`config.mk`:
```
export PLATFORM = sky130hd
export DESIGN_NAME = lav_cross
export DESIGN_NICKNAME = d
export VERILOG_FILES = /design/src/hw/rtl/lav_pkg.sv /design/src/hw/rtl/lav_cross.sv
export SDC_FILE = /design/constraint.sdc
export NUM_CORES = 2
export LEC_CHECK = 0
export CORE_AREA = 2 2 279 281
export CTS_CLUSTER_SIZE = 24
export DETAILED_ROUTE_END_ITERATION = 8
export DIE_AREA = 0 0 281 283
export DONT_BUFFER_PORTS = 1
export HOLD_SLACK_MARGIN = 0.12
export PLACE_DENSITY = 0.68
export SYNTH_ARGS = -nofsm -noshare
export SYNTH_HDL_FRONTEND = slang
export SYNTH_SLANG_ARGS = --single-unit
```
`constraint.sdc`:
```
create_clock -name clk_i -period 16.95 [get_ports clk_i]
set_input_delay 1.695 -clock clk_i [delete_from_list [all_inputs] [get_ports clk_i]]
set_output_delay 1.695 -clock clk_i [all_outputs]
set_load 0.02 [all_outputs]
```
`src/hw/rtl/lav_pkg.sv`:
```
// lav_pkg: shared widths, payload types and rounding helpers for the look-at view matrix block
// used by every module under hw/rtl, no dependencies
`timescale 1ns / 1ps
`default_nettype none

package lav_pkg;

  localparam int unsigned QW  = 32;           // q16.16 word
  localparam int unsigned FW  = 18;           // unit vector component, +-65536
  localparam int unsigned UW  = FW + 1;       // u component after rounding
  localparam int unsigned VW  = 51;           // vector to normalize
  localparam int unsigned MW  = VW;           // magnitude
  localparam int unsigned SQW = 64;           // square root datapath
  localparam int unsigned DW  = 49;           // divider remainder
  localparam int unsigned QBW = 18;           // quotient bits
  localparam int unsigned PW  = UW + QW;      // product in the matrix unit
  localparam int unsigned AW  = PW + 2;       // accumulator
  localparam int unsigned RW  = AW - 15;      // rounded accumulator

  localparam logic [QW-1:0] ONE_Q = QW'(65536);

  typedef logic signed [QW-1:0] q16_t;
  typedef logic signed [FW-1:0] unit_t;
  typedef logic signed [UW-1:0] cross_t;
  typedef logic signed [VW-1:0] wide_t;

  typedef struct packed {
    q16_t  [2:0] eye;
    q16_t  [2:0] up;
    unit_t [2:0] f;
    logic        ok;
  } side_t;

  typedef struct packed {
    unit_t  [2:0] s;
    cross_t [2:0] u;
    unit_t  [2:0] f;
    q16_t   [2:0] t;
    logic         degenerate;
  } mat_t;

  // q32.32 to q16.16, half away from zero
  function automatic logic signed [RW-1:0] round16(input logic signed [AW-1:0] v);
    logic [AW-1:0] mag;
    logic [RW-1:0] r;
    begin
      mag = v[AW-1] ? AW'(-v) : AW'(v);
      r   = RW'((mag + AW'(32768)) >> 16);
      round16 = v[AW-1] ? -$signed(r) : $signed(r);
    end
  endfunction

  function automatic q16_t sat32(input logic signed [RW-1:0] v);
    begin
      if (v > $signed(RW'(33'h0_7fff_ffff))) begin
        sat32 = q16_t'(32'h7fff_ffff);
      end else if (v < -$signed(RW'(33'h0_8000_0000))) begin
        sat32 = q16_t'(32'h8000_0000);
      end else begin
        sat32 = q16_t'(v);
      end
    end
  endfunction

endpackage

`default_nettype wire

```
`src/hw/rtl/lav_cross.sv`:
```
// lav_cross: cross(f, up) with one shared multiplier, six steps per item
// depends on lav_pkg
`timescale 1ns / 1ps
`default_nettype none

module lav_cross import lav_pkg::*; (
  input  wire logic        clk_i,
  input  wire logic        rst_ni,
  input  wire logic        in_valid_i,
  output logic             in_ready_o,
  input  wire unit_t [2:0] in_f_i,
  input  wire logic        in_ok_i,
  input  wire side_t       in_side_i,
  output logic             out_valid_o,
  input  wire logic        out_ready_i,
  output wide_t [2:0]      out_vec_o,
  output side_t            out_side_o
);

  logic               full_q;
  logic [2:0]         cnt_q;
  wide_t [2:0]        c_q;
  side_t              side_q;
  logic signed [FW-1:0] op_a;
  logic signed [QW-1:0] op_b;
  logic signed [FW+QW-1:0] prod;
  logic [1:0]         k;
  logic               done;

  assign in_ready_o  = !full_q;
  assign done        = (cnt_q == 3'd6);
  assign out_valid_o = full_q && done;
  assign k           = cnt_q[2:1];

  always_comb begin
    case (cnt_q)
      3'd0: begin op_a = $signed(side_q.f[1]); op_b = $signed(side_q.up[2]); end
      3'd1: begin op_a = $signed(side_q.f[2]); op_b = $signed(side_q.up[1]); end
      3'd2: begin op_a = $signed(side_q.f[2]); op_b = $signed(side_q.up[0]); end
      3'd3: begin op_a = $signed(side_q.f[0]); op_b = $signed(side_q.up[2]); end
      3'd4: begin op_a = $signed(side_q.f[0]); op_b = $signed(side_q.up[1]); end
      3'd5: begin op_a = $signed(side_q.f[1]); op_b = $signed(side_q.up[0]); end
      default: begin op_a = '0; op_b = '0; end
    endcase
    prod = op_a * op_b;
  end

  always_ff @(posedge clk_i or negedge rst_ni) begin
    if (!rst_ni) begin
      full_q <= 1'b0;
      cnt_q  <= 3'd0;
    end else if (in_valid_i && in_ready_o) begin
      full_q <= 1'b1;
      cnt_q  <= 3'd0;
    end else if (out_valid_o && out_ready_i) begin
      full_q <= 1'b0;
    end else if (full_q && !done) begin
      cnt_q <= cnt_q + 3'd1;
    end
  end

  always_ff @(posedge clk_i) begin
    if (in_valid_i && in_ready_o) begin
      side_q.eye <= in_side_i.eye;
      side_q.up  <= in_side_i.up;
      side_q.f   <= in_f_i;
      side_q.ok  <= in_ok_i;
    end else if (full_q && !done) begin
      if (cnt_q[0]) begin
        c_q[k] <= $signed(c_q[k]) - wide_t'(prod);
      end else begin
        c_q[k] <= wide_t'(prod);
      end
    end
  end

  assign out_vec_o  = c_q;
  assign out_side_o = side_q;

endmodule

`default_nettype wire

```
==> summary.md <==
| Metric | Value |
|---|---|
| Portion of the clock cycle consumed by the worst path in the final layout | 72.9% |
| Placer congestion estimate | 1.05 |
| Setup crit end kind | register |
| Proportion of register bits with asynchronous set or reset after synthesis | 0.990% |
| Final slew viol count | 0 |
| Number of antenna violations at the first check in global routing | 14 |
| Number of enable flip-flop cells after synthesis | 400 |
| Die Height | 283 um |
| Final core utilization | 53.7% |
| Placeable core region | 76700 sq um |
| Total routing resource utilization after global routing | 33.0% |
| Worst path arrival time | 12.66 ns |
| Cell count after placement | 4826 |
| I/O pin total | 708 |
| Clock latency on the worst-skew pair | 0.59 ns |
| Worst endpoint required time | 17.26 ns |
| CTS-repair resized insts | 0 |
| GRT Residual Overflow | 0 |
| Worst Hold Class | register to register |
| Clock period minus final worst setup slack | 12.35 ns |
| Detailed-placement wirelength estimate | 103000 um |
| Run status | finished, final reports clean |
| First-iteration detailed-routing DRC count | 2244 |
| Post-CTS setup buffers | 0 |
| Final sum of negative setup slack | 0 ns |
| Effective utilization at floorplan | 50.7% |
| #FFs+latches synth | 404 |
| WL/cell | 26.3 um |
| Synthesized net count | 4978 |
| Number of instances in the synthesized netlist | 3942 |
| Deepest level of the CTS H-tree | 2 |
| CTS Root Buffer Type | sky130_fd_sc_hd__clkbuf_16 |
| Die Outline Area | 79500 sq um |
| Ranking of synthesized cells by instance count | 694 x sky130_fd_sc_hd__inv_1, 594 x sky130_fd_sc_hd__nand2_1, 554 x sky130_fd_sc_hd__fa_1 |
| Startpoint kind of the worst setup timing path | register |
| Final setup skew | 0.0287 ns |
| Global-route wire length before repair | 190000 um |
| Dominant cell by count in the synthesized netlist | sky130_fd_sc_hd__inv_1 |
| Post-detailed-route count of antenna-violating nets | 0 |
| Critical path fanouts, max | 36 |
| DIE WIDTH | 281 um |
| First-pass detailed-route iteration total | 5 |
| IO Port Bufs | 0 |
| Final layout net count | 4867 |
| Slew at the pin closest to its max-slew limit | 1.16 ns |
| Ranking of synthesized cells by area | sky130_fd_sc_hd__edfxtp_1 31%, sky130_fd_sc_hd__fa_1 29%, sky130_fd_sc_hd__inv_1 6.7% |
| Clock Pin Slew Worst Setup and Hold Paths | 0.06 ns |
| Number of buffers inserted for hold repair after clock tree synthesis | 0 |
| CP max stage cell | sky130_fd_sc_hd__and2_1 |
| Area overhead of the layout relative to synthesis | 5.93% |
| CTS tree | done |
| Primary flip-flop cell chosen by synthesis mapping | sky130_fd_sc_hd__edfxtp_1 |
| Total CTS buffers | 43 |
| Largest area contributor in the synthesized netlist | sky130_fd_sc_hd__edfxtp_1 |
| Vias in the first global route | 29700 |
| Number of vias per cell after detailed routing | 5.81 |
| Setup repair after global routing missed its margin | no |
| Filler cell count in the final layout | 6826 |
| Vias after detailed routing | 28500 |
| Post-synthesis instance area | 38900 sq um |
| Row Count | 102 |
| Max-capacitance violation count | 0 |
| Final Hold Vio Count | 0 |
| Normalized max-slew margin | 22.8% |
| Number of DRC violations after detailed routing | 0 |
| Max Root-Sink Buffers | 3 |
| Slowest Stage Delay on Critical Path | 0.95 ns |
| Cell type with the highest occurrence count on the critical path | sky130_fd_sc_hd__fa_1 |
| Mean post-synth cell area | 9.87 sq um |
| Number of distinct library cells after synthesis | 87 |
| Pin count of the biggest net entering global routing | 189 |
| Setup violations, final | 0 |
| Finished Layout Cells | 4908 |
| FMAX | 81.0 MHz |
| Kind of critical path | register to register |
| Overall routed net length | 129000 um |
| Share of layout cells above drive strength 1 | 4.09% |
| Area share of the largest cell type after synthesis | 30.9% |
| Clock net sink count | 404 |
| Register area share after synthesis | 31.1% |
| Number of synthesis warnings | 0 |
## critical path, delay by kind of cell, from the launching register on
| family | cells | cell delay [ns] |
|---|---|---|
| flops | 1 | 0.89 |
| compound gates | 9 | 2.26 |
| xor+xnor | 1 | 0.45 |
| fa+ha+maj | 9 | 4.00 |
| simple gates | 11 | 3.70 |
| buf+inv | 6 | 0.70 |
## per-layer routing
metal | track usage, % | vias up | share of wire (%)
met1 | 38.5 | 14400 | 36
met3 | 8.59 | 339 | 9.4
met2 | 55.6 | 1382 | 48
li1 | - | 12400 | -
met5 | 0 | - | 0.019
met4 | 17.3 | 4 | 6.5
## metrics by stage
stage | hold slack, ns | area [sq um] | setup slack [ns]
final | 0.636 | 41200 | 4.60
after global routing | 0.663 | 41200 | 3.96
after CTS | 0.633 | 41200 | 4.81
after detailed placement | 0.626 | 39800 | 4.85
after global placement | 0.622 | 39800 | 4.93
after floorplan | 0.531 | 38900 | 3.74
## state kept, by name (all words and copies together) (netlist names)
name and cells:
out_side_o 247, full_q 1, cnt_q 3, out_vec_o 153
## cells in the final DEF, fill, tap and decap left out, drive strengths merged, types with 54 or more instances in the layout
cell | Yosys | final
mux2i | 63 | 63
edfxtp | 400 | 400
fa | 554 | 554
nor2 | 415 | 415
nand2 | 594 | 594
inv | 694 | 698
ha | 176 | 176
a21oi | 129 | 129
and2 | 54 | 54
o21ai | 123 | 123
## path summary, 6_finish.rpt
check	slack, ns	startpoint	endpoint	cells past startpoint
worst max-delay path	4.60	cnt_q[1]	out_vec_o[42]	36
worst max register to register	4.60	cnt_q[1]	out_vec_o[42]	36
min in group asynchronous	0.80	rst_ni	cnt_q[2]	0
worst min register to register	0.64	full_q	cnt_q[0]	1
worst min-delay path	0.64	full_q	cnt_q[0]	1
max in group asynchronous	16.07	rst_ni	cnt_q[1]	0
## cells by family (layout without fill, tap and decap cells)
| logic type | count (synthesis) | count (layout) | share of synthesized area [%] |
|---|---|---|---|
| fa+ha+maj | 730 | 730 | 34.2 |
| other cells | 0 | 6 | 0 |
| compound gates | 524 | 524 | 8.91 |
| buf+inv | 885 | 805 | 8.63 |
| mux | 72 | 72 | 1.89 |
| xor+xnor | 80 | 80 | 1.80 |
| flops | 404 | 404 | 31.1 |
| simple gates | 1247 | 1247 | 13.5 |
## cell type report
class	instances	area [sq um]	area share [%]
diodes	6	15.0	0.0364
clock buffers	53	1130	2.75
clock inverters	23	255	0.619
inverters	695	2610	6.33
multi-input cells	2653	23500	57.0
flip-flops and latches	404	12100	29.4
well taps	1040	1300	3.16
repair buffers	34	268	0.650
Power is not shown: default switching activity piles up to over one toggle a cycle in this logic, so the estimate is an artifact.
