File: src/hw/rtl/lav_pkg.sv
// lav_pkg: shared widths, payload types and rounding helpers for the look-at view matrix block
// used by every module under hw/rtl, no dependencies
`timescale 1ns / 1ps
`default_nettype none

package lav_pkg;

  localparam int unsigned QW  = 32;           // q16.16 word
  localparam int unsigned FW  = 18;           // unit vector component, +-65536
  localparam int unsigned UW  = FW + 1;       // u component after rounding
  localparam int unsigned VW  = 51;           // vector to normalize
  localparam int unsigned MW  = VW;           // magnitude
  localparam int unsigned SQW = 64;           // square root datapath
  localparam int unsigned DW  = 49;           // divider remainder
  localparam int unsigned QBW = 18;           // quotient bits
  localparam int unsigned PW  = UW + QW;      // product in the matrix unit
  localparam int unsigned AW  = PW + 2;       // accumulator
  localparam int unsigned RW  = AW - 15;      // rounded accumulator

  localparam logic [QW-1:0] ONE_Q = QW'(65536);

  typedef logic signed [QW-1:0] q16_t;
  typedef logic signed [FW-1:0] unit_t;
  typedef logic signed [UW-1:0] cross_t;
  typedef logic signed [VW-1:0] wide_t;

  typedef struct packed {
    q16_t  [2:0] eye;
    q16_t  [2:0] up;
    unit_t [2:0] f;
    logic        ok;
  } side_t;

  typedef struct packed {
    unit_t  [2:0] s;
    cross_t [2:0] u;
    unit_t  [2:0] f;
    q16_t   [2:0] t;
    logic         degenerate;
  } mat_t;

  // q32.32 to q16.16, half away from zero
  function automatic logic signed [RW-1:0] round16(input logic signed [AW-1:0] v);
    logic [AW-1:0] mag;
    logic [RW-1:0] r;
    begin
      mag = v[AW-1] ? AW'(-v) : AW'(v);
      r   = RW'((mag + AW'(32768)) >> 16);
      round16 = v[AW-1] ? -$signed(r) : $signed(r);
    end
  endfunction

  function automatic q16_t sat32(input logic signed [RW-1:0] v);
    begin
      if (v > $signed(RW'(33'h0_7fff_ffff))) begin
        sat32 = q16_t'(32'h7fff_ffff);
      end else if (v < -$signed(RW'(33'h0_8000_0000))) begin
        sat32 = q16_t'(32'h8000_0000);
      end else begin
        sat32 = q16_t'(v);
      end
    end
  endfunction

endpackage

`default_nettype wire

File: src/hw/rtl/lav_mac.sv
// lav_mac: u = cross(s, f) and the three translations on one shared multiply-accumulate
// depends on lav_pkg
`timescale 1ns / 1ps
`default_nettype none

module lav_mac import lav_pkg::*; (
  input  wire logic        clk_i,
  input  wire logic        rst_ni,
  input  wire logic        in_valid_i,
  output logic             in_ready_o,
  input  wire unit_t [2:0] in_s_i,
  input  wire logic        in_ok_i,
  input  wire side_t       in_side_i,
  output logic             out_valid_o,
  input  wire logic        out_ready_i,
  output mat_t             out_mat_o
);

  logic                    full_q;
  logic [4:0]              cnt_q;
  side_t                   side_q;
  mat_t                    mat_q;
  logic signed [PW-1:0]    prod_q;
  logic signed [AW-1:0]    acc_q, acc_d;
  logic signed [UW-1:0]    op_a;
  logic signed [QW-1:0]    op_b;
  logic [3:0]              j;
  logic                    first, neg, grp_end;
  logic signed [RW-1:0]    rnd;
  logic                    done;

  assign in_ready_o  = !full_q;
  assign done        = (cnt_q == 5'd16);
  assign out_valid_o = full_q && done;
  assign j           = cnt_q[3:0] - 4'd1;

  always_comb begin
    case (cnt_q[3:0])
      4'd0:  begin op_a = $signed(mat_q.s[1]); op_b = $signed(side_q.f[2]); end
      4'd1:  begin op_a = $signed(mat_q.s[2]); op_b = $signed(side_q.f[1]); end
      4'd2:  begin op_a = $signed(mat_q.s[2]); op_b = $signed(side_q.f[0]); end
      4'd3:  begin op_a = $signed(mat_q.s[0]); op_b = $signed(side_q.f[2]); end
      4'd4:  begin op_a = $signed(mat_q.s[0]); op_b = $signed(side_q.f[1]); end
      4'd5:  begin op_a = $signed(mat_q.s[1]); op_b = $signed(side_q.f[0]); end
      4'd6:  begin op_a = $signed(mat_q.s[0]); op_b = $signed(side_q.eye[0]); end
      4'd7:  begin op_a = $signed(mat_q.s[1]); op_b = $signed(side_q.eye[1]); end
      4'd8:  begin op_a = $signed(mat_q.s[2]); op_b = $signed(side_q.eye[2]); end
      4'd9:  begin op_a = $signed(side_q.f[0]); op_b = $signed(side_q.eye[0]); end
      4'd10: begin op_a = $signed(side_q.f[1]); op_b = $signed(side_q.eye[1]); end
      4'd11: begin op_a = $signed(side_q.f[2]); op_b = $signed(side_q.eye[2]); end
      4'd12: begin op_a = $signed(mat_q.u[0]); op_b = $signed(side_q.eye[0]); end
      4'd13: begin op_a = $signed(mat_q.u[1]); op_b = $signed(side_q.eye[1]); end
      4'd14: begin op_a = $signed(mat_q.u[2]); op_b = $signed(side_q.eye[2]); end
      default: begin op_a = '0; op_b = '0; end
    endcase
  end

  // step j: accumulate the product registered in the previous cycle
  always_comb begin
    case (j)
      4'd0, 4'd2, 4'd4, 4'd9: begin first = 1'b1; neg = 1'b0; grp_end = 1'b0; end
      4'd6, 4'd12:            begin first = 1'b1; neg = 1'b1; grp_end = 1'b0; end
      4'd1, 4'd3, 4'd5:       begin first = 1'b0; neg = 1'b1; grp_end = 1'b1; end
      4'd7, 4'd13:            begin first = 1'b0; neg = 1'b1; grp_end = 1'b0; end
      4'd8, 4'd14:            begin first = 1'b0; neg = 1'b1; grp_end = 1'b1; end
      4'd10:                  begin first = 1'b0; neg = 1'b0; grp_end = 1'b0; end
      4'd11:                  begin first = 1'b0; neg = 1'b0; grp_end = 1'b1; end
      default:                begin first = 1'b0; neg = 1'b0; grp_end = 1'b0; end
    endcase
    acc_d = (first ? AW'(0) : acc_q) + (neg ? -AW'(prod_q) : AW'(prod_q));
    rnd   = round16(acc_d);
  end

  always_ff @(posedge clk_i or negedge rst_ni) begin
    if (!rst_ni) begin
      full_q <= 1'b0;
      cnt_q  <= 5'd0;
    end else if (in_valid_i && in_ready_o) begin
      full_q <= 1'b1;
      cnt_q  <= 5'd0;
    end else if (out_valid_o && out_ready_i) begin
      full_q <= 1'b0;
    end else if (full_q && !done) begin
      cnt_q <= cnt_q + 5'd1;
    end
  end

  always_ff @(posedge clk_i) begin
    if (in_valid_i && in_ready_o) begin
      side_q           <= in_side_i;
      mat_q.s          <= in_s_i;
      mat_q.f          <= in_side_i.f;
      mat_q.degenerate <= !(in_ok_i && in_side_i.ok);
    end else if (full_q && !done) begin
      prod_q <= op_a * op_b;
      if (cnt_q != 5'd0) begin
        acc_q <= acc_d;
        if (grp_end) begin
          case (j)
            4'd1:    mat_q.u[0] <= cross_t'(rnd);
            4'd3:    mat_q.u[1] <= cross_t'(rnd);
            4'd5:    mat_q.u[2] <= cross_t'(rnd);
            4'd8:    mat_q.t[0] <= sat32(rnd);
            4'd11:   mat_q.t[2] <= sat32(rnd);
            4'd14:   mat_q.t[1] <= sat32(rnd);
            default: ;
          endcase
        end
      end
    end
  end

  assign out_mat_o = mat_q;

endmodule

`default_nettype wire

File: config.mk
export PLATFORM = sky130hd
export DESIGN_NAME = lav_mac
export DESIGN_NICKNAME = d
export VERILOG_FILES = /design/src/hw/rtl/lav_pkg.sv /design/src/hw/rtl/lav_mac.sv
export SDC_FILE = /design/constraint.sdc
export NUM_CORES = 2
export LEC_CHECK = 0
export ABC_AREA = 1
export BUFFER_PORTS_ARGS = -buffer_cell sky130_fd_sc_hd__buf_2
export CAP_MARGIN = 10
export CORE_ASPECT_RATIO = 1.25
export CORE_MARGIN = 2
export CORE_UTILIZATION = 36
export CTS_CLUSTER_SIZE = 24
export DETAILED_ROUTE_END_ITERATION = 12
export GPL_ROUTABILITY_DRIVEN = 0
export GPL_TIMING_DRIVEN = 0
export MAX_ROUTING_LAYER = met4
export PLACE_DENSITY = 0.58
export SYNTH_ARGS = -nofsm -noshare
export SYNTH_HDL_FRONTEND = slang
export SYNTH_SLANG_ARGS = --single-unit
File: constraint.sdc
create_clock -name clk_i -period 12.45 [get_ports clk_i]
set_input_delay 1.8675 -clock clk_i [delete_from_list [all_inputs] [get_ports clk_i]]
set_output_delay 1.8675 -clock clk_i [all_outputs]
set_load 0.1 [all_outputs]
==> metrics.csv <==
metric;value;unit
outcome;complete, but fails checks;
violations;DRC;
routed_wl;171700;µm
synth_compound_area_share;5.047;%
nFillCells;13372;
cp-end-kind;register;
fp.coreArea;132000;µm²
cp_max_fo;11;
synthAdderAreaFrac;29.97;%
drive_above_1_share;14.21;%
seqCellArea;14020;µm²
syn_inst;5601;
die_y;411.9;µm
fmax;84.44;MHz
grt_pass1_vias;40858;
io_buffer_count;473;
hp-class;reg -> reg;
hold_viol_final;0;
cp.arrival;12.24;ns
cts_max_level;2;
synth-edff-count;462;
multiInputGateArea;28930;µm²
cts_buffers;53;
antenna_found_initial;9;
cts_hold_buffers;0;
dpl.hpwl;143800;µm
placedCellCount;7836;
worst_pin_slew;1.308;ns
grt_pass1_wl;250600;µm
nets;7260;
start_util;36.30;%
synth-simple-area-share;22.44;%
tns;0;ns
cts_buffer_depth;3;
required;12.84;ns
mostFrequentLayoutCell;nand2_1;
synth_ff_type;edfxtp_1;
worstSetupPathType;reg -> reg;
first_pass_iters;10;
syn-num-nets;6700;
min_period;11.84;ns
synthTopCellsByArea;edfxtp_1 (29%), fa_1 (25%), nand2_1 (12%), inv_1 (8.0%), ha_1 (5.3%);
yosysTopAreaCellShare;28.95;%
yosysSeqAreaShare;29.27;%
dr_total_vias;40294;
slew_headroom;12.21;%
syn2layout_area_growth;14.08;%
worstSetupStartpointType;register;
first_iter_violations;3512;
num_io_pins;570;
dieArea;136100;µm²
grt_usage;25.68;%
clock_latency;0.68;ns
dpl_worst_slack;0.2868;ns
ys_ff_latch;468;
viasPerCell;5.074;
drc_errors;12;
cp_common_cell;inv_1;
path_clk_slew;0.06;ns
num_rows;149;
grt_overflow;0;
setup_viol;0;
die_w;330.3;µm
cts_root_buf;clkbuf_16;
clock_sinks;468;
synth_xor_area_share;2.627;%
final_cell_mix;nand2_1 (1,502), inv_1 (1,021), fa_1 (591), nor2_1 (558), buf_2 (476);
max_cap_violations;0;
syn_avg_cell_area;8.555;µm²
ys_types;63;
critPathMaxStageDelay;0.64;ns
wl_per_cell;21.62;µm
slew_viol_final;0;
ant_nets;0;
min_period_over_period;95.12;%
synth_area_leader_cell;edfxtp_1;
cts_tree;yes;
synth_mux_area_share;0;%
finalWorstSetupSlack;0.6070;ns
crit_slowest_cell;clkbuf_1;
async_flop_share;1.282;%
synthesis.area;47920;µm²
skew;0.03984;ns
final_cells;7942;
synth_top_family_by_area;adder cells;
grt_max_degree;119;
yosysWarnings;0;
[synthesized netlist by cell type (7+ instances only)]
library cell / number
a2111oi_0: 8
a221oi_1: 8
nand2_4: 7
o21ai_1: 7
a22oi_1: 8
nand2_1: 1503
xor2_1: 97
nor2_2: 31
buf_4: 57
a22o_1: 46
o21ai_0: 79
a21oi_1: 137
fa_1: 591
nand2_2: 66
o21bai_1: 11
nor2_4: 16
a221o_1: 11
xnor2_1: 43
nand3_2: 18
nand3b_1: 10
o22ai_1: 18
nor3_1: 44
a31oi_1: 20
nor4_1: 10
buf_6: 9
edfxtp_1: 462
nand4_1: 45
clkbuf_1: 116
nor2_1: 563
inv_2: 32
ha_1: 202
nand3_1: 217
clkinv_1: 13
inv_1: 1024
[stage by stage]
stage               instance area, µm²  utilization, %  hold slack, ns
finish                           54670           41.42          0.4776
global route                     54670           41.42          0.5217
CTS                              54530           41.31          0.4763
detailed placement               52850           40.04          0.4656
global placement                 52460           39.74          0.4565
floorplan                        47920               -          0.4330
[worst max-delay path, delay by kind of cell (launching register included)]
family | cells | cell delay [ns]
fa+ha+maj | 9 | 3.73
xor+xnor | 1 | 0.18
compound gates | 15 | 3.40
buf+inv | 13 | 2.32
simple gates | 7 | 1.38
flops | 1 | 0.56
[path summary, 6_finish.rpt]
path                               start         end  slack, ns  cells after the start
min in group asynchronous         rst_ni    cnt_q[3]       1.04                      1
worst max-delay path            cnt_q[0]  prod_q[49]       0.61                     45
worst min-delay path            cnt_q[4]    cnt_q[4]       0.48                      1
worst max register to register  cnt_q[0]  prod_q[49]       0.61                     45
worst min register to register  cnt_q[4]    cnt_q[4]       0.48                      1
max in group asynchronous         rst_ni    cnt_q[2]      11.24                      1
[layout make-up]
| class | instances | share of cell area, % |
|---|---|---|
| multi-input cells | 3869 | 52.92 |
| flip-flops and latches | 468 | 25.65 |
| inverters | 1069 | 7.361 |
| repair buffers | 505 | 4.964 |
| well taps | 1736 | 3.973 |
| clock buffers | 66 | 2.515 |
| plain buffers | 195 | 2.039 |
| clock inverters | 27 | 0.5447 |
| diodes | 7 | 0.03204 |
[routing by layer]
layer | up-vias | GRT usage (%) | part of all wire [%]
met5 | - | - | 0
met4 | 0 | 14.87 | 6.9
met3 | 515 | 4.415 | 8.0
met2 | 1793 | 42.40 | 48
met1 | 19527 | 29.31 | 37
li1 | 18459 | - | -
[logic make-up after synthesis]
| family | after synthesis |
|---|---|
| xor+xnor | 142 |
| flops | 468 |
| simple gates | 2550 |
| compound gates | 384 |
| buf+inv | 1264 |
| fa+ha+maj | 793 |
[timing repair]
action                     4_1_cts  5_1_grt
resized for setup                0       25
setup endpoints to repair        0        3
buffers inserted                 0        5
[flip-flops by register name, summed over array words and instances (netlist names)]
| signal | count |
|---|---|
| out_mat_o | 262 |
| side_q | 96 |
| acc_q | 53 |
| full_q | 1 |
| cnt_q | 5 |
| prod_q | 51 |
Power is not shown: default switching activity piles up to over one toggle a cycle in this logic, so the estimate is an artifact.
