### src/hw/rtl/lav_pkg.sv
// lav_pkg: shared widths, payload types and rounding helpers for the look-at view matrix block
// used by every module under hw/rtl, no dependencies
`timescale 1ns / 1ps
`default_nettype none

package lav_pkg;

  localparam int unsigned QW  = 32;           // q16.16 word
  localparam int unsigned FW  = 18;           // unit vector component, +-65536
  localparam int unsigned UW  = FW + 1;       // u component after rounding
  localparam int unsigned VW  = 51;           // vector to normalize
  localparam int unsigned MW  = VW;           // magnitude
  localparam int unsigned SQW = 64;           // square root datapath
  localparam int unsigned DW  = 49;           // divider remainder
  localparam int unsigned QBW = 18;           // quotient bits
  localparam int unsigned PW  = UW + QW;      // product in the matrix unit
  localparam int unsigned AW  = PW + 2;       // accumulator
  localparam int unsigned RW  = AW - 15;      // rounded accumulator

  localparam logic [QW-1:0] ONE_Q = QW'(65536);

  typedef logic signed [QW-1:0] q16_t;
  typedef logic signed [FW-1:0] unit_t;
  typedef logic signed [UW-1:0] cross_t;
  typedef logic signed [VW-1:0] wide_t;

  typedef struct packed {
    q16_t  [2:0] eye;
    q16_t  [2:0] up;
    unit_t [2:0] f;
    logic        ok;
  } side_t;

  typedef struct packed {
    unit_t  [2:0] s;
    cross_t [2:0] u;
    unit_t  [2:0] f;
    q16_t   [2:0] t;
    logic         degenerate;
  } mat_t;

  // q32.32 to q16.16, half away from zero
  function automatic logic signed [RW-1:0] round16(input logic signed [AW-1:0] v);
    logic [AW-1:0] mag;
    logic [RW-1:0] r;
    begin
      mag = v[AW-1] ? AW'(-v) : AW'(v);
      r   = RW'((mag + AW'(32768)) >> 16);
      round16 = v[AW-1] ? -$signed(r) : $signed(r);
    end
  endfunction

  function automatic q16_t sat32(input logic signed [RW-1:0] v);
    begin
      if (v > $signed(RW'(33'h0_7fff_ffff))) begin
        sat32 = q16_t'(32'h7fff_ffff);
      end else if (v < -$signed(RW'(33'h0_8000_0000))) begin
        sat32 = q16_t'(32'h8000_0000);
      end else begin
        sat32 = q16_t'(v);
      end
    end
  endfunction

endpackage

`default_nettype wire

### src/hw/rtl/lav_emit.sv
// lav_emit: output register that sends the sixteen matrix elements in column-major order
// depends on lav_pkg
`timescale 1ns / 1ps
`default_nettype none

module lav_emit import lav_pkg::*; (
  input  wire logic  clk_i,
  input  wire logic  rst_ni,
  input  wire logic  in_valid_i,
  output logic       in_ready_o,
  input  wire mat_t  in_mat_i,
  output logic       out_valid_o,
  input  wire logic  out_ready_i,
  output logic [3:0] out_index_o,
  output q16_t       out_value_o,
  output logic       out_degenerate_o,
  output logic       out_last_o
);

  logic       full_q;
  logic [3:0] idx_q;
  mat_t       mat_q;
  logic       last;

  assign last        = (idx_q == 4'd15);
  assign in_ready_o  = !full_q || (out_ready_i && last);
  assign out_valid_o = full_q;

  always_ff @(posedge clk_i or negedge rst_ni) begin
    if (!rst_ni) begin
      full_q <= 1'b0;
      idx_q  <= 4'd0;
    end else if (in_valid_i && in_ready_o) begin
      full_q <= 1'b1;
      idx_q  <= 4'd0;
    end else if (full_q && out_ready_i) begin
      if (last) full_q <= 1'b0;
      idx_q <= idx_q + 4'd1;
    end
  end

  always_ff @(posedge clk_i) begin
    if (in_valid_i && in_ready_o) mat_q <= in_mat_i;
  end

  always_comb begin
    case (idx_q)
      4'd0:    out_value_o = q16_t'($signed(mat_q.s[0]));
      4'd1:    out_value_o = q16_t'($signed(mat_q.u[0]));
      4'd2:    out_value_o = -q16_t'($signed(mat_q.f[0]));
      4'd4:    out_value_o = q16_t'($signed(mat_q.s[1]));
      4'd5:    out_value_o = q16_t'($signed(mat_q.u[1]));
      4'd6:    out_value_o = -q16_t'($signed(mat_q.f[1]));
      4'd8:    out_value_o = q16_t'($signed(mat_q.s[2]));
      4'd9:    out_value_o = q16_t'($signed(mat_q.u[2]));
      4'd10:   out_value_o = -q16_t'($signed(mat_q.f[2]));
      4'd12:   out_value_o = mat_q.t[0];
      4'd13:   out_value_o = mat_q.t[1];
      4'd14:   out_value_o = mat_q.t[2];
      4'd15:   out_value_o = $signed(ONE_Q);
      default: out_value_o = '0;
    endcase
  end

  assign out_index_o      = idx_q;
  assign out_degenerate_o = mat_q.degenerate;
  assign out_last_o       = last;

endmodule

`default_nettype wire

### config.mk
export PLATFORM = sky130hd
export DESIGN_NAME = lav_emit
export DESIGN_NICKNAME = d
export VERILOG_FILES = /design/src/hw/rtl/lav_pkg.sv /design/src/hw/rtl/lav_emit.sv
export SDC_FILE = /design/constraint.sdc
export NUM_CORES = 1
export LEC_CHECK = 0
export ABC_AREA = 1
export BUFFER_PORTS_ARGS = -buffer_cell sky130_fd_sc_hd__buf_2
export CAP_MARGIN = 20
export CORE_MARGIN = 1
export CORE_UTILIZATION = 53
export CTS_CLUSTER_DIAMETER = 40
export CTS_CLUSTER_SIZE = 30
export DETAILED_ROUTE_END_ITERATION = 10
export PLACE_DENSITY = 0.85
export SETUP_SLACK_MARGIN = 0.15
export SYNTH_ARGS = -nofsm -noshare
export SYNTH_HDL_FRONTEND = slang
export SYNTH_SLANG_ARGS = --single-unit
### constraint.sdc
create_clock -name clk_i -period 4.9 [get_ports clk_i]
set_clock_uncertainty 0.15 [all_clocks]
set_input_delay 0.98 -clock clk_i [delete_from_list [all_inputs] [get_ports clk_i]]
set_output_delay 0.98 -clock clk_i [all_outputs]
set_load 0.02 [all_outputs]
==> flow_summary.toml, run 1 <==
[die]
core_sq_mm = 0.0212
num_rows = 53
floorplan.die.width_microns = 150
dieArea_sq_mm = 0.0224
start_util_pct = 54.4
io_pins = 306
die_y_microns = 150

[timing]
worstMarginPinSlew_ns = 0.939
fin_crit_ns = 4.17
setup_tns_ns = 0
hold_viol_final = 0
fin_ws_ns = 0.734
fmax_ghz = 0.240
max-slew-margin-rel_pct = 37.4
finalCritPeriodShare_pct = 85.0
slew_violations = 0
setup_violations = 0
rsz0062_at_grt = "no"

[synth]
synth_top_family_by_area = "simple AND/OR/NAND/NOR gates"
synth_fa_ha_area_share_pct = 0.758
synth_compound_area_share_pct = 4.84
yosys-top-cells-count = "nand2_1 (280), edfxtp_1 (262), nor2_1 (114)"
ys_seq_elements = 267
synth_most_common_cell = "nand2_1"
synth-edff-count = 262
synth_fp_nets = 1297
yosysTopAreaCell = "edfxtp_1"
synthMuxAreaShare_pct = 0
postSynth.asyncResetShare_pct = 1.87
ys_seq_area_share_pct = 69.2
synth-xor-area-share_pct = 0.379
netlist_top_cells_area = "edfxtp_1 (68%), nand2_1 (9.1%), nand3_1 (4.2%), nor2_1 (3.7%), inv_1 (2.2%)"
synth.distinct_cells = 35
synth_warnings = 0
synth.avg_cell_area_sq_um = 11.3
ys.flop_type = "edfxtp_1"
netlist.area_leader.share_pct = 68.1
syn_area_sq_mm = 0.0116
yosys.area_share.simple_pct = 20.9
synthCells = 1024

[detailed_routing]
drc = 0
first_pass_iters = 5
drt.antenna.violating_nets = 0
vias = 8999
vias_per_cell = 5.43
routed_wl_mm = 32.6
drt_iter0_drc = 645
drt-wirelength-per-cell_microns = 19.7

[clock_network]
cts-root-buf = "clkbuf_16"
cts.sinks = 267
cts_resized = 0
cts_buffers = 30
cts.htree.levels = 1
cts_tree = "yes"
path_clk_slew_ns = 0.06
clock_latency_ns = 0.55
clock_path_buffers = 3
hold_buffers = 0
cts_setup_buffers = 0

[worst_setup_path]
regToRegSetupSlack_ns = 1.71
path_max_fanout = 32
cp-startpoint = "out_index_o[1]"
cp.arrival_ns = 3.04
criticalPathCategory = "flip-flop to primary output"
end_kind = "primary output"
timing.rr.start = "out_index_o[2]"
startpoint_type = "flip-flop"
cp_data_required_time_ns = 3.77

[finish]
syn2layout_area_growth_pct = 25.3
nNetsFinal = 1622
fillers = 1542
finish.instance_area_sq_mm = 0.0145
drive_above_1_share_pct = 29.8

[placement]
pre_cts_ws_ns = 1.30
place_congestion = 0.912
place_hpwl_mm = 23.7
postPlaceCellArea_sq_mm = 0.0134
port_buffers = 305

[grt]
grt_max_degree = 139
grt_usage_pct = 28.7
first_global_vias = 8856
antenna_found_initial = 11
grt_pass1_wl_mm = 47.0
overflow = 0

[worst_hold_path]
hold_path_class = "input pin to asynchronous set/reset pin"

[job]
max_cap_violations = 0

[pwr]
ir_worst_vdd_uv = 449
power_density_mw_per_mm2 = 487
p_leak_nw = 5.93

[run_status]
status = "completed"
-- cells in the final DEF, fill, tap and decap left out, types with 2 or more instances in the layout --
cell and n:
a21oi_1 40, a22o_1 17, a22oi_1 5, buf_2 305, buf_4 7, bufinv_16 4
clkbuf_16 30, clkinv_1 3, clkinv_2 2, clkinv_4 3, clkinv_8 3, clkinvlp_4 5
dfrtp_1 5, diode_2 9, edfxtp_1 262, ha_1 7, inv_1 68, inv_2 12
inv_6 2, inv_8 4, nand2_1 280, nand2_2 2, nand2_4 2, nand3_1 97
nand3_2 6, nand3b_1 6, nand4_1 21, nor2_1 114, nor2_2 7, nor2_4 8
nor3_1 2, o21ai_0 25, o21ai_1 2, or2_2 2, xnor2_1 2, xor2_1 3
-- power by group --
group	switching (mW)	internal, mW	leakage, nW
Clock	0.992	1.37	0.511
Combinational	1.39	0.591	3.00
Sequential	0.0798	2.63	2.42
-- logic make-up (layout without fill, tap and decap cells) --
family	after synthesis	after routing
other	0	9
AOI/OAI and AO/OA	93	93
buffers and inverters	102	451
and+or+nand+nor	550	550
adders and majority gates	7	7
DFF	267	267
xor gates and xnor gates	5	5
-- registers in the layout, summed over array words and instances, names as in the netlist --
name / flops
mat_q: 261
out_degenerate_o: 1
out_index_o: 4
out_valid_o: 1
-- critical path, stage by stage (launching register included) --
cell,delay (ns)
dfrtp_1,0.42
inv_1,0.12
ha_1,0.33
inv_2,0.13
nor2_4,0.71
a22oi_1,0.21
nand3_1,0.22
nor2_1,0.07
nand2_1,0.10
buf_2,0.17
-- area by class of cell --
| type | count | area, sq um | area share [%] |
|---|---|---|---|
| sequential | 267 | 7990 | 55.2 |
| multi-input combinational | 655 | 3110 | 21.5 |
| timing repair buffer | 313 | 1600 | 11.0 |
| clock buffer | 30 | 751 | 5.19 |
| tap | 275 | 344 | 2.38 |
| clock inverter | 26 | 335 | 2.32 |
| inverter | 82 | 318 | 2.20 |
| antenna | 9 | 22.5 | 0.156 |
-- per-layer routing --
metal / global-route usage [%] / vias to the layer above / share of wire [%]
met3: 5.95 / 102 / 9.0
met2: 49.5 / 483 / 50
met4: 16.8 / 0 / 5.7
li1: - / 4221 / -
met5: 0 / - / 0
met1: 33.1 / 4193 / 35
-- path summary, 6_finish.rpt --
path / depth (start not counted) / to
worst max-delay path: 9 / out_value_o[5]
worst min-delay path: 1 / out_valid_o
worst max register to register: 7 / mat_q[190]
worst min register to register: 2 / out_valid_o
max in group asynchronous: 1 / out_index_o[1]
min in group clk_i: 1 / mat_q[25]
-- metrics by stage --
step / hold slack [ns] / instances / total power, mW / util, %
3_5_place_dp: 0.414 / 1592 / 4.72 / 63.0
4_1_cts: 0.0694 / 1648 / 7.06 / 68.1
6_report: 0.0847 / 1657 / 7.05 / 68.2
3_3_place_gp: 0.382 / 1592 / 4.68 / 63.0
2_1_floorplan: 0.534 / 1024 / 3.96 / -
5_1_grt: 0.0682 / 1656 / 7.30 / 68.2
Note: power is estimated with default switching activity, not from simulation.
==> inputs of run 2 (changes only) <==
--- a/config.mk
+++ b/config.mk
@@ -9,11 +9,11 @@
 export BUFFER_PORTS_ARGS = -buffer_cell sky130_fd_sc_hd__buf_2
 export CAP_MARGIN = 20
 export CORE_MARGIN = 1
-export CORE_UTILIZATION = 53
+export CORE_UTILIZATION = 36
 export CTS_CLUSTER_DIAMETER = 40
 export CTS_CLUSTER_SIZE = 30
 export DETAILED_ROUTE_END_ITERATION = 10
-export PLACE_DENSITY = 0.85
+export PLACE_DENSITY = 0.63
 export SETUP_SLACK_MARGIN = 0.15
 export SYNTH_ARGS = -nofsm -noshare
 export SYNTH_HDL_FRONTEND = slang
==> run 2 against run 1 <==
Effect of this change:
- non-clock buffer count shrank 4
- sequential power barely moved
- sequential cell count stayed put
- worst hold slack better by 0.037 ns
- total power grew 6.8%
- combinational power about the same
- die area rose by 47%
- clock power is 19% higher
- cell area rose by 2.5%
- core utilization decreased by 21 points
- critical path type unchanged
- largest power group is now clock
- highest routed layer is now met5
==> flow_summary.toml, run 2 (synthesized netlist as in run 1, its figures left out) <==
[die]
core_sq_mm = 0.0316
floorplan.die.width_microns = 181
io_pins = 306
num_rows = 65
dieArea_sq_mm = 0.0328
die_y_microns = 181
start_util_pct = 36.6

[finish]
drive_above_1_share_pct = 29.7
multi_input_area_sq_mm = 0.00312
nNetsFinal = 1627
largest_register_ffs = 261
utilization_pct = 47.0
final_common_cell = "buf_2"
regMostFlops = "mat_q"
finish.instance_area_sq_mm = 0.0148
layout_common_cells = "buf_2 (305), nand2_1 (280), edfxtp_1 (262)"
seq_area_sq_mm = 0.00799
syn2layout_area_growth_pct = 28.4
layoutNonFillerInstCount = 1786
fillers = 2938

[worst_setup_path]
cp.arrival_ns = 3.12
path_max_fanout = 32
end_kind = "primary output"
criticalPathCategory = "flip-flop to primary output"
startpoint_type = "flip-flop"
cp_data_required_time_ns = 3.77

[clock_network]
clock_path_buffers = 3
hold_buffers = 0
cts_resized = 0
cts_buffers = 39
cts_tree = "yes"
path_clk_slew_ns = 0.05
cts_setup_buffers = 0
cts-root-buf = "clkbuf_16"
clock_latency_ns = 0.52
cts.sinks = 267
cts.htree.levels = 2

[timing]
rsz0062_at_grt = "no"
finalCritPeriodShare_pct = 86.8
setup_tns_ns = 0
fmax_ghz = 0.235
max-slew-margin-rel_pct = 39.0
worstMarginPinSlew_ns = 0.912
slew_violations = 0
fin_crit_ns = 4.25
setup_violations = 0
hold_viol_final = 0

[detailed_routing]
drt_iter0_drc = 509
drc = 0
routed_wl_mm = 34.4
first_pass_iters = 5
drt.antenna.violating_nets = 0
vias = 8685
drt-wirelength-per-cell_microns = 19.3
vias_per_cell = 4.86

[pwr]
power.switching_mw = 2.53
power.share.combinational_pct = 26.6
ir_worst_vdd_uv = 402
power_frac_clock_pct = 37.4
p_seq_share_pct = 36.0
switching_share_pct = 33.6
power_density_mw_per_mm2 = 508
intPower_mw = 5.01
p_leak_nw = 6.02

[placement]
port_buffers = 305
place_inst = 1715
place_hpwl_mm = 25.3
postPlaceCellArea_sq_mm = 0.0135
place_congestion = 0.881

[grt]
grt_usage_pct = 21.1
grt_max_degree = 138
grt_pass1_wl_mm = 50.6
overflow = 0
first_global_vias = 8724
antenna_found_initial = 6

[job]
max_cap_violations = 0

[run_status]
status = "completed"

[worst_hold_path]
hold_path_class = "input pin to asynchronous set/reset pin"
-- run 2: layout make-up --
cell class | count | area share (%)
Timing Repair Buffer | 309 | 10.6
Multi-Input combinational cell | 655 | 21.0
Clock inverter | 24 | 2.16
Inverter | 82 | 2.18
Antenna cell | 3 | 0.0506
Sequential cell | 267 | 53.9
Tap cell | 402 | 3.39
Clock buffer | 44 | 6.71
-- run 2: final timing paths --
check | from | to | slack [ns] | cells past startpoint
setup / recovery | out_index_o[0] | out_value_o[8] | 0.65 | 11
hold / removal | rst_ni | out_valid_o | 0.12 | 1
setup reg to reg | out_index_o[2] | mat_q[98] | 1.66 | 7
hold reg to reg | out_valid_o | out_valid_o | 0.43 | 2
max in group asynchronous | rst_ni | out_index_o[3] | 4.34 | 1
min in group clk_i | out_valid_o | out_valid_o | 0.43 | 2
-- run 2: worst max-delay path, cell delays in order, from the launching register on --
cell and delay, ns:
dfrtp_1 0.42, inv_1 0.14, ha_1 0.29, inv_1 0.15
nor2_4 0.73, nand2_1 0.12, nand3_1 0.13, nor2_1 0.05
nand2_1 0.16, a21oi_1 0.10, nand2_1 0.11, buf_2 0.17
-- run 2: power groups by stage --
| stage | Clock (mW) | Sequential [mW] | Combinational, mW |
|---|---|---|---|
| 3_3_place_gp | 0 | 2.75 | 2.02 |
| 2_1_floorplan | 0 | 2.73 | 1.22 |
| 4_1_cts | 2.87 | 2.71 | 2.03 |
| 3_5_place_dp | 0 | 2.75 | 2.02 |
| 6_report | 2.82 | 2.71 | 2.01 |
| 5_1_grt | 2.97 | 2.72 | 2.19 |
-- run 2: metal layers --
metal	part of all wire (%)	global-route usage [%]	up-vias
met3	7.0	5.26	71
li1	-	-	4234
met2	48	35.3	354
met1	42	26.1	4020
met4	3.3	8.14	6
met5	0.076	0	-
-- run 2: metrics by stage --
step | setup slack [ns] | hold WS (ns) | total power, mW
floorplan | 1.06 | 0.534 | 3.96
global placement | 1.24 | 0.381 | 4.77
detailed placement | 1.18 | 0.414 | 4.77
CTS | 0.633 | 0.104 | 7.62
global route | 0.459 | 0.109 | 7.88
finish | 0.648 | 0.122 | 7.54
==> inputs of run 3 (changes only) <==
--- a/config.mk
+++ b/config.mk
@@ -8,6 +8,7 @@
 export ABC_AREA = 1
 export BUFFER_PORTS_ARGS = -buffer_cell sky130_fd_sc_hd__buf_2
 export CAP_MARGIN = 20
+export CORE_ASPECT_RATIO = 0.8
 export CORE_MARGIN = 1
 export CORE_UTILIZATION = 36
 export CTS_CLUSTER_DIAMETER = 40
==> run 3 against run 2 <==
Effect of this change:
- core utilization grew 0.098 points
- first-iteration DRC count grew 28%
- sequential power is essentially flat
- global-route usage shrank 0.37 points
- wire length shrank 0.88%
- register-to-register slack lost 0.03 ns
- worst hold slack gained 0.0041 ns
- largest cell class unchanged
- highest routed layer unchanged
==> flow_summary.toml, run 3 (synthesized netlist as in run 1, its figures left out) <==
[run_status]
status = "completed"

[finish]
syn2layout_area_growth_pct = 28.4
drive_above_1_share_pct = 30.1
final_common_cell = "buf_2"
largest_register_ffs = 261
layout_common_cells = "buf_2 (305), nand2_1 (280), edfxtp_1 (262)"
regMostFlops = "mat_q"
layoutNonFillerInstCount = 1805
nNetsFinal = 1628
fillers = 2947

[timing]
rsz0062_at_grt = "no"
setup_tns_ns = 0
fin_crit_ns = 4.25
fmax_ghz = 0.235
max-slew-margin-rel_pct = 36.3
finalCritPeriodShare_pct = 86.7
worstMarginPinSlew_ns = 0.955
setup_violations = 0
slew_violations = 0
hold_viol_final = 0

[detailed_routing]
drt.antenna.violating_nets = 0
vias_per_cell = 4.88
drt-wirelength-per-cell_microns = 18.9
drt_iter0_drc = 650
routed_wl_mm = 34.1
vias = 8815
drc = 0
first_pass_iters = 5

[worst_setup_path]
cp.arrival_ns = 3.12
path_cells = "inv_1 -> ha_1 -> inv_1 -> nor2_4 -> nand2_1 -> nand3_1 -> nor2_1 -> nand2_1 -> a21oi_1 -> nand2_1 -> buf_2"
cp_data_required_time_ns = 3.77
startpoint_type = "flip-flop"
end_kind = "primary output"
cp_slowest_cell = "nor2_4"
reg2reg_depth = 7
criticalPathCategory = "flip-flop to primary output"
crit_top_cell = "nand2_1"
path_max_fanout = 32
max_stage_delay_ns = 0.73
cp_num_cells = 11
crit_family = "simple AND/OR/NAND/NOR gates"
worst-path-buf-inv = 3

[grt]
antenna_found_initial = 7
overflow = 0
grt_pass1_wl_mm = 49.7
grt_usage_pct = 20.7
first_global_vias = 8747
grt_max_degree = 135

[job]
max_cap_violations = 0

[pwr]
p_leak_nw = 6.02
power_mw = 7.47
power_density_mw_per_mm2 = 504
ir_worst_vdd_uv = 346

[clock_network]
hold_buffers = 0
clock_path_buffers = 3
cts_setup_buffers = 0
path_clk_slew_ns = 0.05
cts_resized = 0
cts.htree.levels = 2
cts_tree = "yes"
clock_latency_ns = 0.52
cts_buffers = 37
cts-root-buf = "clkbuf_16"
cts.sinks = 267

[die]
io_pins = 306
die_y_microns = 162
start_util_pct = 36.7
dieArea_sq_mm = 0.0328
core_sq_mm = 0.0315
num_rows = 58
floorplan.die.width_microns = 202

[placement]
place_inst = 1736
place_hpwl_mm = 25.1
place_congestion = 0.922
port_buffers = 305

[worst_hold_path]
hold_path_class = "input pin to asynchronous set/reset pin"
==> run 3: cell types whose count changed in the layout (fill, tap and decap cells not counted), moves of 2 or more <==
cell,change
clkinv_1,-4
clkinv_4,+5
buf_4,+4
inv_6,-2
bufinv_16,-2
==> run 3: where the power goes <==
group	total, mW	switching [mW]	internal, mW
sequential	2.71	0.0810	2.63
clock	2.75	1.07	1.67
combinational	2.02	1.43	0.587
total	7.47	2.58	4.89
==> run 3: path summary, 6_finish.rpt <==
kind,slack [ns],startpoint,endpoint
setup / recovery,0.65,out_index_o[0],out_value_o[8]
hold / removal,0.13,rst_ni,out_index_o[0]
setup reg to reg,1.63,out_index_o[2],mat_q[30]
hold reg to reg,0.41,out_valid_o,out_valid_o
max in group asynchronous,4.33,rst_ni,out_index_o[3]
min in group clk_i,0.41,out_valid_o,out_valid_o
==> run 3: stage by stage <==
stage               worst slack, ns  area [sq um]  hold slack [ns]  utilization [%]
floorplan                      1.06         11600            0.534                -
global placement               1.25         13500            0.383             43.0
detailed placement             1.19         13500            0.407             43.0
CTS                           0.622         14800            0.109             47.1
global route                  0.288         14800            0.120             47.1
finish                        0.650         14800            0.126             47.1
==> run 3: layout make-up <==
cell class              count  area [sq um]  share of cell area [%]
inverters                  82           323                    2.18
repair buffers            312          1580                    10.6
diodes                      3          7.51                  0.0506
clock buffers              42           966                    6.51
clock inverters            24           319                    2.15
flip-flops and latches    267          7990                    53.9
multi-input cells         655          3120                    21.0
well taps                 420           526                    3.54
==> run 3: per-layer routing <==
layer  global-route usage, %  part of all wire, %  up-vias
li1                        -                    -     4238
met1                    27.3                   43     4104
met2                    32.0                   45      394
met3                    6.02                  9.0       73
met4                    8.51                  3.2        6
met5                       0                0.091        -
==> run 3: worst reg2reg max path, delay by kind of cell, from the launching register on <==
family | cells | cell delay, ns
and+or+nand+nor | 5 | 0.87
buffers and inverters | 2 | 1.18
DFF | 1 | 0.69
